===== config.mk =====
export PLATFORM = sky130hd
export DESIGN_NAME = tbg_front
export DESIGN_NICKNAME = d
export VERILOG_FILES = /design/src/rtl/core/tbg_pkg.sv /design/src/rtl/core/tbg_front.sv
export SDC_FILE = /design/constraint.sdc
export NUM_CORES = 1
export LEC_CHECK = 0
export BUFFER_PORTS_ARGS = -buffer_cell sky130_fd_sc_hd__buf_4
export CAP_MARGIN = 20
export CORE_MARGIN = 2
export CORE_UTILIZATION = 46
export DETAILED_ROUTE_END_ITERATION = 8
export GPL_TIMING_DRIVEN = 0
export PLACE_DENSITY = 0.75
export SYNTH_ARGS = -nofsm -noshare
export SYNTH_HDL_FRONTEND = slang
export SYNTH_SLANG_ARGS = --single-unit

===== constraint.sdc =====
create_clock -name clock -period 2.6 [get_ports clock]
set_clock_uncertainty 0.1 [all_clocks]
set_input_delay 0.39 -clock clock [delete_from_list [all_inputs] [get_ports clock]]
set_output_delay 0.39 -clock clock [all_outputs]
set_load 0.02 [all_outputs]

===== src/rtl/core/tbg_pkg.sv =====
package tbg_pkg;

   localparam int IDX_W = 10;
   localparam int TBL_N = 624;
   localparam int TBL_M = 397;

   localparam logic [IDX_W-1:0] LAST_SLOT = IDX_W'(TBL_N - 1);

   localparam logic [31:0] MATRIX_A   = 32'h9908b0df;
   localparam logic [31:0] UPPER_MASK = 32'h80000000;
   localparam logic [31:0] LOWER_MASK = 32'h7fffffff;
   localparam logic [31:0] TEMPER_B   = 32'h9d2c5680;
   localparam logic [31:0] TEMPER_C   = 32'hefc60000;
   localparam logic [31:0] INIT_MULT  = 32'h6c078965;

   localparam logic OP_LOAD = 1'b0;
   localparam logic OP_BYTE = 1'b1;

   typedef struct packed {
      logic        op;
      logic [31:0] seed;
   } item_type;

   typedef struct packed {
      logic pop;
      logic clearing;
   } back_ctl_type;

   function automatic logic [31:0] temper(input logic [31:0] w);
      logic [31:0] y;
      y = w ^ (w >> 11);
      y = y ^ ((y << 7) & TEMPER_B);
      y = y ^ ((y << 15) & TEMPER_C);
      y = y ^ (y >> 18);
      return y;
   endfunction

endpackage


===== src/rtl/core/tbg_front.sv =====
module tbg_front
   import tbg_pkg::*;
#(
   parameter int QUEUE_DEPTH = 2
) (
   input  logic         clock,
   input  logic         reset,
   input  logic         req_valid,
   output logic         req_stall,
   input  logic         req_operation,
   input  logic [31:0]  req_seed_word,
   input  back_ctl_type ctl,
   output logic         head_valid,
   output item_type     head
);

   localparam int PTR_W = (QUEUE_DEPTH > 1) ? $clog2(QUEUE_DEPTH) : 1;
   localparam int CNT_W = $clog2(QUEUE_DEPTH + 1);

   item_type             queue_mem [QUEUE_DEPTH];
   logic [PTR_W-1:0]     wr_ptr_ff, wr_ptr_in;
   logic [PTR_W-1:0]     rd_ptr_ff, rd_ptr_in;
   logic [CNT_W-1:0]     count_ff, count_in;
   logic                 push;
   logic                 pop;
   item_type             req_item;

   assign req_item.op   = req_operation;
   assign req_item.seed = req_seed_word;

   assign req_stall  = (count_ff == CNT_W'(QUEUE_DEPTH)) | ctl.clearing;
   assign push       = req_valid & ~req_stall;
   assign head_valid = (count_ff != '0);
   assign pop        = ctl.pop & head_valid;
   assign head       = queue_mem[rd_ptr_ff];

   always_comb begin
      wr_ptr_in = wr_ptr_ff;
      rd_ptr_in = rd_ptr_ff;
      count_in  = count_ff;
      if (push) begin
         wr_ptr_in = (wr_ptr_ff == PTR_W'(QUEUE_DEPTH - 1)) ? '0 : wr_ptr_ff + 1'b1;
      end
      if (pop) begin
         rd_ptr_in = (rd_ptr_ff == PTR_W'(QUEUE_DEPTH - 1)) ? '0 : rd_ptr_ff + 1'b1;
      end
      case ({push, pop})
         2'b10:   count_in = count_ff + 1'b1;
         2'b01:   count_in = count_ff - 1'b1;
         default: count_in = count_ff;
      endcase
   end

   always_ff @(posedge clock) begin
      if (reset) begin
         wr_ptr_ff <= '0;
         rd_ptr_ff <= '0;
         count_ff  <= '0;
      end else begin
         wr_ptr_ff <= wr_ptr_in;
         rd_ptr_ff <= rd_ptr_in;
         count_ff  <= count_in;
      end
   end

   always_ff @(posedge clock) begin
      if (push) begin
         queue_mem[wr_ptr_ff] <= req_item;
      end
   end

endmodule


==> results of run 1 <==
[power groups by stage]
| stage | registers, W | clock network, W | logic [W] |
|---|---|---|---|
| after floorplan | 0.00140 | 0 | 0.000562 |
| after global placement | 0.00141 | 0 | 0.000891 |
| after detailed placement | 0.00141 | 0 | 0.000922 |
| after CTS | 0.00138 | 0.00102 | 0.000926 |
| after global routing | 0.00139 | 0.00107 | 0.000969 |
| final | 0.00138 | 0.000993 | 0.000909 |
[final cells by class]
cell class              instances  area share (%)
flip-flops and latches         71            58.8
repair buffers                 74            16.8
multi-input cells              53            14.5
clock buffers                  13            4.77
well taps                      72            2.55
clock inverters                 3            1.84
plain buffers                   4           0.566
inverters                       1           0.106
[sequential cells by signal, summed over array words and instances, names as in the netlist, named ones only]
name	flops
rd_ptr_ff	1
count_ff	2
queue_mem	66
wr_ptr_ff	1
[path summary, 6_finish.rpt]
| path | slack [ps] | startpoint | cells after the start | to |
|---|---|---|---|---|
| worst min-delay path | 140 | req_seed_word[30] | 1 | queue_mem[0][30] |
| worst max register to register | 700 | count_ff[0] | 4 | queue_mem[0][25] |
| worst max-delay path | 520 | flip-flop | 4 | head[26] |
| worst min register to register | 420 | rd_ptr_ff | 2 | rd_ptr_ff |
[logic make-up after synthesis]
group	count (synthesis)	synth area share (%)
simple gates	12	2.26
xor+xnor	3	1.01
mux	34	14.7
compound gates	3	0.672
flops	71	80.0
buf+inv	5	0.913
fa+ha+maj	1	0.480
[per-layer routing]
layer / track usage, % / vias to the layer above / part of all wire, %
li1: - / 666 / -
met1: 15.8 / 685 / 39
met2: 26.4 / 34 / 55
met3: 3.75 / 7 / 4.0
met4: 8.28 / 0 / 1.9
met5: 0 / - / 0
[synth_stat cells]
cell type	number	area (µm²)
edfxtp_1	66	1980
mux2_2	34	383
nor2_1	7	26.3
dfxtp_1	5	100
buf_2	4	20.0
nand2b_1	2	12.5
xnor2_1	2	17.5
a21oi_1	1	5.00
ha_1	1	12.5
inv_1	1	3.75
nand3b_1	1	7.51
o21a_1	1	7.51
o21ai_0	1	5.00
or2_2	1	6.26
or3_1	1	6.26
xor2_1	1	8.76
[worst max-delay path: stages (launching register included)]
cell	delay, ps
dfxtp_1	300
buf_2	160
buf_2	280
mux2_2	370
buf_4	160
[placed cells by master (no fill, tap or decap), drive strengths merged]
| cell | instances |
|---|---|
| bufinv | 2 |
| or3 | 1 |
| nand3b | 1 |
| o21ai | 1 |
| clkbuf | 13 |
| edfxtp | 66 |
| o21a | 1 |
| inv | 1 |
| or2 | 1 |
| xor2 | 1 |
| clkinv | 1 |
| a21oi | 1 |
| nand2b | 2 |
| ha | 1 |
| dfxtp | 5 |
| xnor2 | 2 |
| mux2 | 34 |
| buf | 78 |
| nor2 | 7 |
[stage by stage]
step                instances  worst slack (ps)  power, W  area, µm²  TNS [ps]
floorplan                 129              3.17   0.00197       2600         0
global placement          273              -911   0.00230       3230    -59870
detailed placement        275               644   0.00233       3300         0
CTS                       291               473   0.00333       3540         0
global route              291               400   0.00343       3540         0
finish                    291               521   0.00329       3540         0
==> impl_metrics.csv, run 1 <==
group,metric,value,unit
sta,max_freq,0.481,GHz
die,dieWidth,79.2,µm
detailed_routing,vias_per_cell,4.78,
critical_path,cp_data_arrival_time,1590,ps
worst_hold_path,min_path_type,"in2reg",
detailed_routing,ant_nets,0,
final_layout,register_area,0.00208,mm²
power,p_comb_share,27.7,%
place,gp_congestion,0.693,
die,pin_count,73,
power,pwr-share-seq,42.1,%
cts,ctsLongestPathBuffers,2,
cts,clock-sinks,71,
die,design.die.area,0.00628,mm²
power,leakagePower,1.33,nW
detailed_routing,route.final.wire_length,4440,µm
final_layout,final_util,64.7,%
grt,grt_pass1_vias,1415,
sta,maxSlewHeadroom,66.9,%
cts,h-tree-depth,3,
sta,setup_viol,0,
critical_path,start_kind,"flip-flop",
grt,grt_max_degree,22,
final_layout,drive_gt1_share,59.4,%
cts,clk_pin_slew,70,ps
logic_synthesis,ys_seq_area_share,80.0,%
logic_synthesis,ys_warn_count,0,
die,fp.coreArea,0.00547,mm²
place,numPortBuffers,72,
sta,min_period,2080,ps
die,initial_core_util,47.6,%
detailed_routing,dr.pass1.iters,4,
cts,numCtsBuffers,9,
detailed_routing,avgRoutedWirePerCell,15.3,µm
grt,antenna_found_initial,0,
critical_path,critical_path_class,"reg2out",
power,p_clk_share,30.2,%
detailed_routing,post-route-drc-count,0,
job,drv_cap,0,
final_layout,fin_nets,253,
final_layout,antenna_cells,0,
cts,cts_tree,"built",
cts,clkLatencyLatePin,320,ps
logic_synthesis,ys_seq_elements,71,
critical_path,end_kind,"output pin",
sta,hold_viol,0,
run_status,status,"complete, no violations",
detailed_routing,drt_iter0_markers,50,
final_layout,n_fill_cell,417,
logic_synthesis,syn-num-nets,168,
die,row_count,27,
final_layout,area_delta_synth_final,35.9,%
power,power.density,928,mW/mm²
critical_path,critical_path_peak_fanout,10,
place,detailed_place_hpwl,3050,µm
cts,cts_setup_buffers,0,
grt,grt-ovfl-total,0,
logic_synthesis,avgSynthCellArea,20.2,µm²
critical_path,crit_required,2110,ps
power,p_int,0.00242,W
logic_synthesis,synth_cell_types,16,
grt,grt_usage,14.8,%
sta,finalMaxSlewViolations,0,
power,power.switching,0.000868,W
die,fp.dieH,79.2,µm
cts,clockRootBuffer,"clkbuf_8",
grt,grt_pass1_wl,6700,µm
final_layout,multi_input_area,513,µm²
logic_synthesis,synthesis.area,0.00260,mm²
detailed_routing,routed-via-count,1392,
sta,rsz0062_at_grt,"false",
sta,finalCritPeriodShare,80.0,%
power,vdd_drop_max,0.000508,V
logic_synthesis,syn_inst,129,
cts,hold_buffers,0,
power,sw_frac_of_total,26.4,%
sta,hold_slack,144,ps
sta,worstMarginPinSlew,495,ps
cts,cts_resized,0,
No activity file was read; power rests on OpenSTA's default activity.
==> run 2: changes to the inputs <==
--- a/config.mk
+++ b/config.mk
@@ -5,13 +5,14 @@
 export SDC_FILE = /design/constraint.sdc
 export NUM_CORES = 1
 export LEC_CHECK = 0
+export ABC_AREA = 1
 export BUFFER_PORTS_ARGS = -buffer_cell sky130_fd_sc_hd__buf_4
 export CAP_MARGIN = 20
 export CORE_MARGIN = 2
-export CORE_UTILIZATION = 46
+export CORE_UTILIZATION = 52
 export DETAILED_ROUTE_END_ITERATION = 8
 export GPL_TIMING_DRIVEN = 0
-export PLACE_DENSITY = 0.75
+export PLACE_DENSITY = 0.79
 export SYNTH_ARGS = -nofsm -noshare
 export SYNTH_HDL_FRONTEND = slang
 export SYNTH_SLANG_ARGS = --single-unit
==> constraint.sdc (replaced) <==
create_clock -name clock -period 1.95 [get_ports clock]
set_clock_uncertainty 0.1 [all_clocks]
set_input_delay 0.2925 -clock clock [delete_from_list [all_inputs] [get_ports clock]]
set_output_delay 0.2925 -clock clock [all_outputs]
set_load 0.02 [all_outputs]
==> run 2 against run 1 <==
Net effect: via count rose by 5.2%; cell count rose by 4.8%; critical path depth did not move; synthesized cell count rose by 12%; clock power fell by 1%; sequential power rose by 29%; largest power group unchanged; flip-flop and latch count did not move; first-iteration DRC count fell by 12%; final area rose by 3.0%; count of clock-buffer cells in the layout fell by 1.
==> impl_metrics.csv, run 2 <==
group,metric,value,unit
critical_path,critical_path_peak_fanout,10,
logic_synthesis,ys.flop_type,"edfxtp_1",
grt,grt-ovfl-total,0,
critical_path,cp_data_arrival_time,1410,ps
worst_hold_path,min_path_type,"in2reg",
grt,grt_pass1_wl,6710,µm
die,fp.coreArea,0.00514,mm²
sta,hold_viol,0,
cts,cts_tree,"built",
final_layout,layout_common_cells,"buf_4, edfxtp_1, mux2_4",
sta,finalMaxSlewViolations,0,
grt,antenna_found_initial,0,
detailed_routing,vias_per_cell,4.80,
final_layout,reg_top3,"queue_mem: 66 flops, count_ff: 2 flops",
job,drv_cap,0,
cts,h-tree-depth,3,
grt,grt_max_degree,21,
sta,setup_ws,147,ps
logic_synthesis,synth_common_cells,"edfxtp_1, mux2_4, inv_1",
logic_synthesis,ys_seq_area_share,74.4,%
place,placedCellCount,288,
critical_path,r2r-end,"queue_mem[1][21]",
sta,maxSlewHeadroom,65.8,%
critical_path,ff2ff_setup_slack,210,ps
sta,hold_slack,37.7,ps
cts,clockRootBuffer,"clkbuf_8",
logic_synthesis,synth_top_area_cell,"edfxtp_1",
detailed_routing,routed-via-count,1465,
sta,setup_viol,0,
logic_synthesis,ys_warn_count,0,
die,initial_core_util,54.5,%
final_layout,largest_reg_flops,66,
power,leakagePower,1.45,nW
logic_synthesis,synth_area_leaders,"edfxtp_1, mux2_4, dfxtp_1",
final_layout,drive_gt1_share,54.5,%
logic_synthesis,async_flop_share,0,%
die,design.die.area,0.00599,mm²
place,pre_cts_ws,-1.56,ps
logic_synthesis,ys_seq_elements,71,
cts,numCtsBuffers,9,
logic_synthesis,synthesis.area,0.00280,mm²
final_layout,top_register,"queue_mem",
critical_path,crit_required,1560,ps
logic_synthesis,syn-num-nets,184,
grt,grt_pass1_vias,1422,
critical_path,timing.critical_path.to,"head[17]",
power,design_power_total,0.00347,W
cts,clkLatencyLatePin,330,ps
logic_synthesis,syn_inst,145,
final_layout,fin_nets,269,
detailed_routing,dr.pass1.iters,4,
critical_path,critical_path_class,"reg2out",
logic_synthesis,synth_cell_types,14,
cts,cts_setup_buffers,0,
logic_synthesis,synth_top_area_share,70.8,%
sta,worstMarginPinSlew,512,ps
final_layout,final_cell_count_no_fill,305,
run_status,status,"complete, no violations",
logic_synthesis,synth_edf_count,66,
sta,min_period,1800,ps
place,detailed_place_hpwl,3020,µm
detailed_routing,post-route-drc-count,0,
die,row_count,26,
final_layout,final_common_cell,"buf_4",
cts,clk_pin_slew,70,ps
critical_path,start_kind,"flip-flop",
logic_synthesis,avgSynthCellArea,19.3,µm²
cts,clock-sinks,71,
critical_path,end_kind,"output pin",
die,fp.dieH,77.4,µm
power,power.density,952,mW/mm²
critical_path,r2r_cells,5,
detailed_routing,ant_nets,0,
final_layout,antenna_cells,0,
logic_synthesis,synth.most_common_cell,"edfxtp_1",
cts,ctsLongestPathBuffers,2,
detailed_routing,avgRoutedWirePerCell,14.3,µm
grt,grt_usage,15.5,%
critical_path,reg2reg_from,"count_ff[0]",
place,numPortBuffers,72,
detailed_routing,route.final.wire_length,4360,µm
place,gp_congestion,0.691,
sta,max_freq,0.555,GHz
power,vdd_drop_max,0.000662,V
detailed_routing,drt_iter0_markers,44,
sta,rsz0062_at_grt,"false",
final_layout,area_delta_synth_final,30.2,%
die,dieWidth,77.4,µm
sta,finalCritPeriodShare,92.5,%
die,pin_count,73,
==> run 2: worst min-delay path by stage <==
stage / slack (ps) / to / from / cells past startpoint
after floorplan: 290 / queue_mem[0][0] / req_seed_word[0] / 0
after detailed placement: 380 / queue_mem[0][9] / req_seed_word[9] / 1
after global placement: 380 / rd_ptr_ff / rd_ptr_ff / 2
after CTS: 20 / queue_mem[1][22] / req_seed_word[22] / 1
after global routing: 20 / queue_mem[0][23] / req_seed_word[23] / 1
final: 40 / queue_mem[1][9] / req_seed_word[9] / 1
==> run 2: critical path, stage by stage (launching register included) <==
cell,delay (ps)
dfxtp_1,320
buf_6,140
buf_12,150
mux2_4,310
buf_4,160
==> run 2: through the flow <==
stage / instance area, µm² / TNS, ps / util (%)
after detailed placement: 3460 / -17.0 / 67.4
after floorplan: 2810 / 0 / -
after global routing: 3650 / 0 / 70.9
after CTS: 3640 / 0 / 70.9
after global placement: 3440 / -7190 / 66.8
final: 3650 / 0 / 70.9
==> run 2: cell families after synthesis <==
family / synth area share, %
adders and majority gates: 0.447
DFF: 74.4
buffers and inverters: 4.02
and+or+nand+nor: 3.35
AOI/OAI and AO/OA: 0.536
muxes: 17.3
==> run 2: final cells by class <==
type,instances,area (µm²)
multi-input cells,60,624
flip-flops and latches,71,2080
inverters,11,45.0
well taps,70,87.6
repair buffers,73,568
clock buffers,12,145
fillers,363,1490
clock inverters,4,22.5
plain buffers,4,71.3
==> run 2: power by group <==
| group | total (W) | switching [W] | internal (W) | leakage [nW] |
|---|---|---|---|---|
| logic | 0.000715 | 0.000341 | 0.000373 | 0.720 |
| clock network | 0.000982 | 0.000492 | 0.000490 | 0.0861 |
| registers | 0.00178 | 0.0000260 | 0.00175 | 0.646 |
==> run 2: repair_timing <==
item | in CTS | in global routing
hold buffers | 0 | 0
setup endpoints to repair | 33 | 20
gates resized for setup | 1 | 1
cloned | 1 | 0
==> run 2: routing by layer <==
metal  vias up  global-route usage [%]  routed length, µm
li1        704                       -                  -
met1       710                    18.2               1790
met2        41                    25.0               2260
met3        10                    5.23                220
met4         0                    9.11                 91
met5         -                       0                  0
==> run 3: changes to the inputs <==
--- a/config.mk
+++ b/config.mk
@@ -8,11 +8,13 @@
 export ABC_AREA = 1
 export BUFFER_PORTS_ARGS = -buffer_cell sky130_fd_sc_hd__buf_4
 export CAP_MARGIN = 20
+export CELL_PAD_IN_SITES_DETAIL_PLACEMENT = 2
+export CELL_PAD_IN_SITES_GLOBAL_PLACEMENT = 2
 export CORE_MARGIN = 2
-export CORE_UTILIZATION = 52
+export CORE_UTILIZATION = 37
 export DETAILED_ROUTE_END_ITERATION = 8
 export GPL_TIMING_DRIVEN = 0
-export PLACE_DENSITY = 0.79
+export PLACE_DENSITY_LB_ADDON = 0.1
 export SYNTH_ARGS = -nofsm -noshare
 export SYNTH_HDL_FRONTEND = slang
 export SYNTH_SLANG_ARGS = --single-unit
==> run 3 against run 2 <==
Net effect: combinational power increased by 3%; total power down 1.1%; hold slack improved by 11 ps; register-to-register slack hardly changed; sequential power about the same; worst setup slack got worse by 11 ps; die area rose by 38%; utilization is 20 points lower; global-route usage is 0.51 points lower; critical path type unchanged; highest routed layer unchanged.
==> impl_metrics.csv, run 3 (synthesized netlist as in run 2, its figures left out) <==
group,metric,value,unit
die,dieWidth,91.0,µm
worst_hold_path,min_path_type,"in2reg",
final_layout,design_area,0.00368,mm²
sta,min_period,1810,ps
grt,grt_pass1_wl,9150,µm
sta,finalMaxSlewViolations,0,
final_layout,area_delta_synth_final,31.4,%
grt,grt_usage,15.0,%
detailed_routing,route.final.wire_length,5850,µm
cts,cts_tree,"built",
cts,numCtsBuffers,9,
detailed_routing,routed-via-count,1495,
sta,maxSlewHeadroom,62.0,%
final_layout,antenna_cells,0,
grt,antenna_found_initial,0,
final_layout,layout_common_cells,"buf_4, edfxtp_1, mux2_4, inv_1, nand2_1",
power,leakagePower,1.45,nW
final_layout,top_register,"queue_mem",
sta,max_freq,0.551,GHz
cts,clock-sinks,71,
sta,setup_viol,0,
place,gp_congestion,0.669,
sta,worstMarginPinSlew,568,ps
detailed_routing,drt_iter0_markers,38,
final_layout,largest_reg_flops,66,
final_layout,final_cell_count_no_fill,333,
cts,h-tree-depth,3,
die,pin_count,73,
power,design_power_total,0.00343,W
critical_path,cp_data_arrival_time,1420,ps
grt,grt-ovfl-total,0,
final_layout,n_fill_cell,717,
worst_hold_path,hp-start,"req_seed_word[8]",
critical_path,end_kind,"output pin",
power,vdd_drop_max,0.000463,V
job,drv_cap,0,
critical_path,ff2ff_setup_slack,200,ps
place,placedCellCount,317,
cts,clk_pin_slew,70,ps
grt,grt_max_degree,19,
place,placed_cell_area,0.00350,mm²
run_status,status,"complete, no violations",
cts,ctsLongestPathBuffers,2,
die,fp.dieH,91.0,µm
critical_path,crit_required,1560,ps
sta,rsz0062_at_grt,"false",
final_layout,reg_top3,"queue_mem: 66 flops, count_ff: 2 flops",
critical_path,reg2reg_from,"count_ff[0]",
critical_path,r2r-end,"queue_mem[0][13]",
final_layout,fin_nets,270,
place,detailed_place_hpwl,4070,µm
critical_path,critical_path_class,"reg2out",
cts,clkLatencyLatePin,320,ps
die,fp.coreArea,0.00729,mm²
sta,finalCritPeriodShare,93.0,%
worst_hold_path,min_to,"queue_mem[1][8]",
sta,hold_viol,0,
worst_hold_path,min_delay_path_depth,1,
die,design.die.area,0.00828,mm²
power,power.density,933,mW/mm²
final_layout,drive_gt1_share,53.4,%
final_layout,final_common_cell,"buf_4",
grt,grt_pass1_vias,1694,
critical_path,critical_path_peak_fanout,10,
detailed_routing,dr.pass1.iters,4,
critical_path,start_kind,"flip-flop",
die,initial_core_util,38.4,%
detailed_routing,avgRoutedWirePerCell,17.6,µm
die,row_count,31,
detailed_routing,ant_nets,0,
critical_path,r2r_cells,4,
detailed_routing,vias_per_cell,4.49,
place,numPortBuffers,72,
cts,clockRootBuffer,"clkbuf_8",
detailed_routing,post-route-drc-count,0,
-- run 3: critical path, cell delays in order (launching register included) --
cell     delay, ps
dfxtp_1        320
buf_6          150
buf_12         150
mux2_4         310
buf_4          160
-- run 3: where the power goes --
part	switching, W	total [W]	internal, W
Sequential	0.0000309	0.00178	0.00175
Combinational	0.000356	0.000733	0.000377
Clock	0.000481	0.000919	0.000438
Total	0.000868	0.00343	0.00256
-- run 3: metrics by stage --
stage / hold WS (ps) / utilization, % / TNS [ps] / setup slack (ps)
finish: 48.9 / 50.4 / 0 / 136
global route: 26.3 / 50.4 / 0 / 21.5
CTS: 29.8 / 50.2 / 0 / 27.5
detailed placement: 380 / 48.0 / -4550 / -107
global placement: 377 / 47.6 / -7420 / -226
floorplan: 291 / - / 0 / 189
-- run 3: repair_timing --
action                     CTS  global route
hold buffers                 0             0
gates resized for setup      2             0
gates cloned                 1             0
buffers inserted             0             1
setup endpoints to repair   49            16
-- run 3: worst max-delay path by stage --
stage                                  end  slack [ps]  cells past startpoint
after global placement    queue_mem[1][24]        -230                      4
after floorplan            queue_mem[1][0]         190                      4
after detailed placement  queue_mem[1][28]        -110                      5
after global routing       queue_mem[0][2]          20                      4
after CTS                  queue_mem[1][4]          30                      5
final                              head[6]         140                      4
-- run 3: layout make-up --
| type | instances | area [µm²] | area share [%] |
|---|---|---|---|
| Tap cell | 99 | 124 | 3.37 |
| Buffer | 4 | 71.3 | 1.94 |
| Multi-Input combinational cell | 60 | 624 | 17.0 |
| Clock buffer | 11 | 131 | 3.57 |
| Clock inverter | 3 | 12.5 | 0.340 |
| Sequential cell | 71 | 2080 | 56.6 |
| Timing Repair Buffer | 74 | 588 | 16.0 |
| Inverter | 11 | 45.0 | 1.22 |
-- run 3: metal layers --
layer / track usage, % / share of wire, % / vias to the layer above / wire, µm
li1: - / - / 707 / -
met1: 17.7 / 41 / 734 / 2410
met2: 25.6 / 52 / 48 / 3060
met3: 4.32 / 5.1 / 6 / 299
met4: 6.44 / 1.2 / 0 / 70
met5: 0 / 0 / - / 0
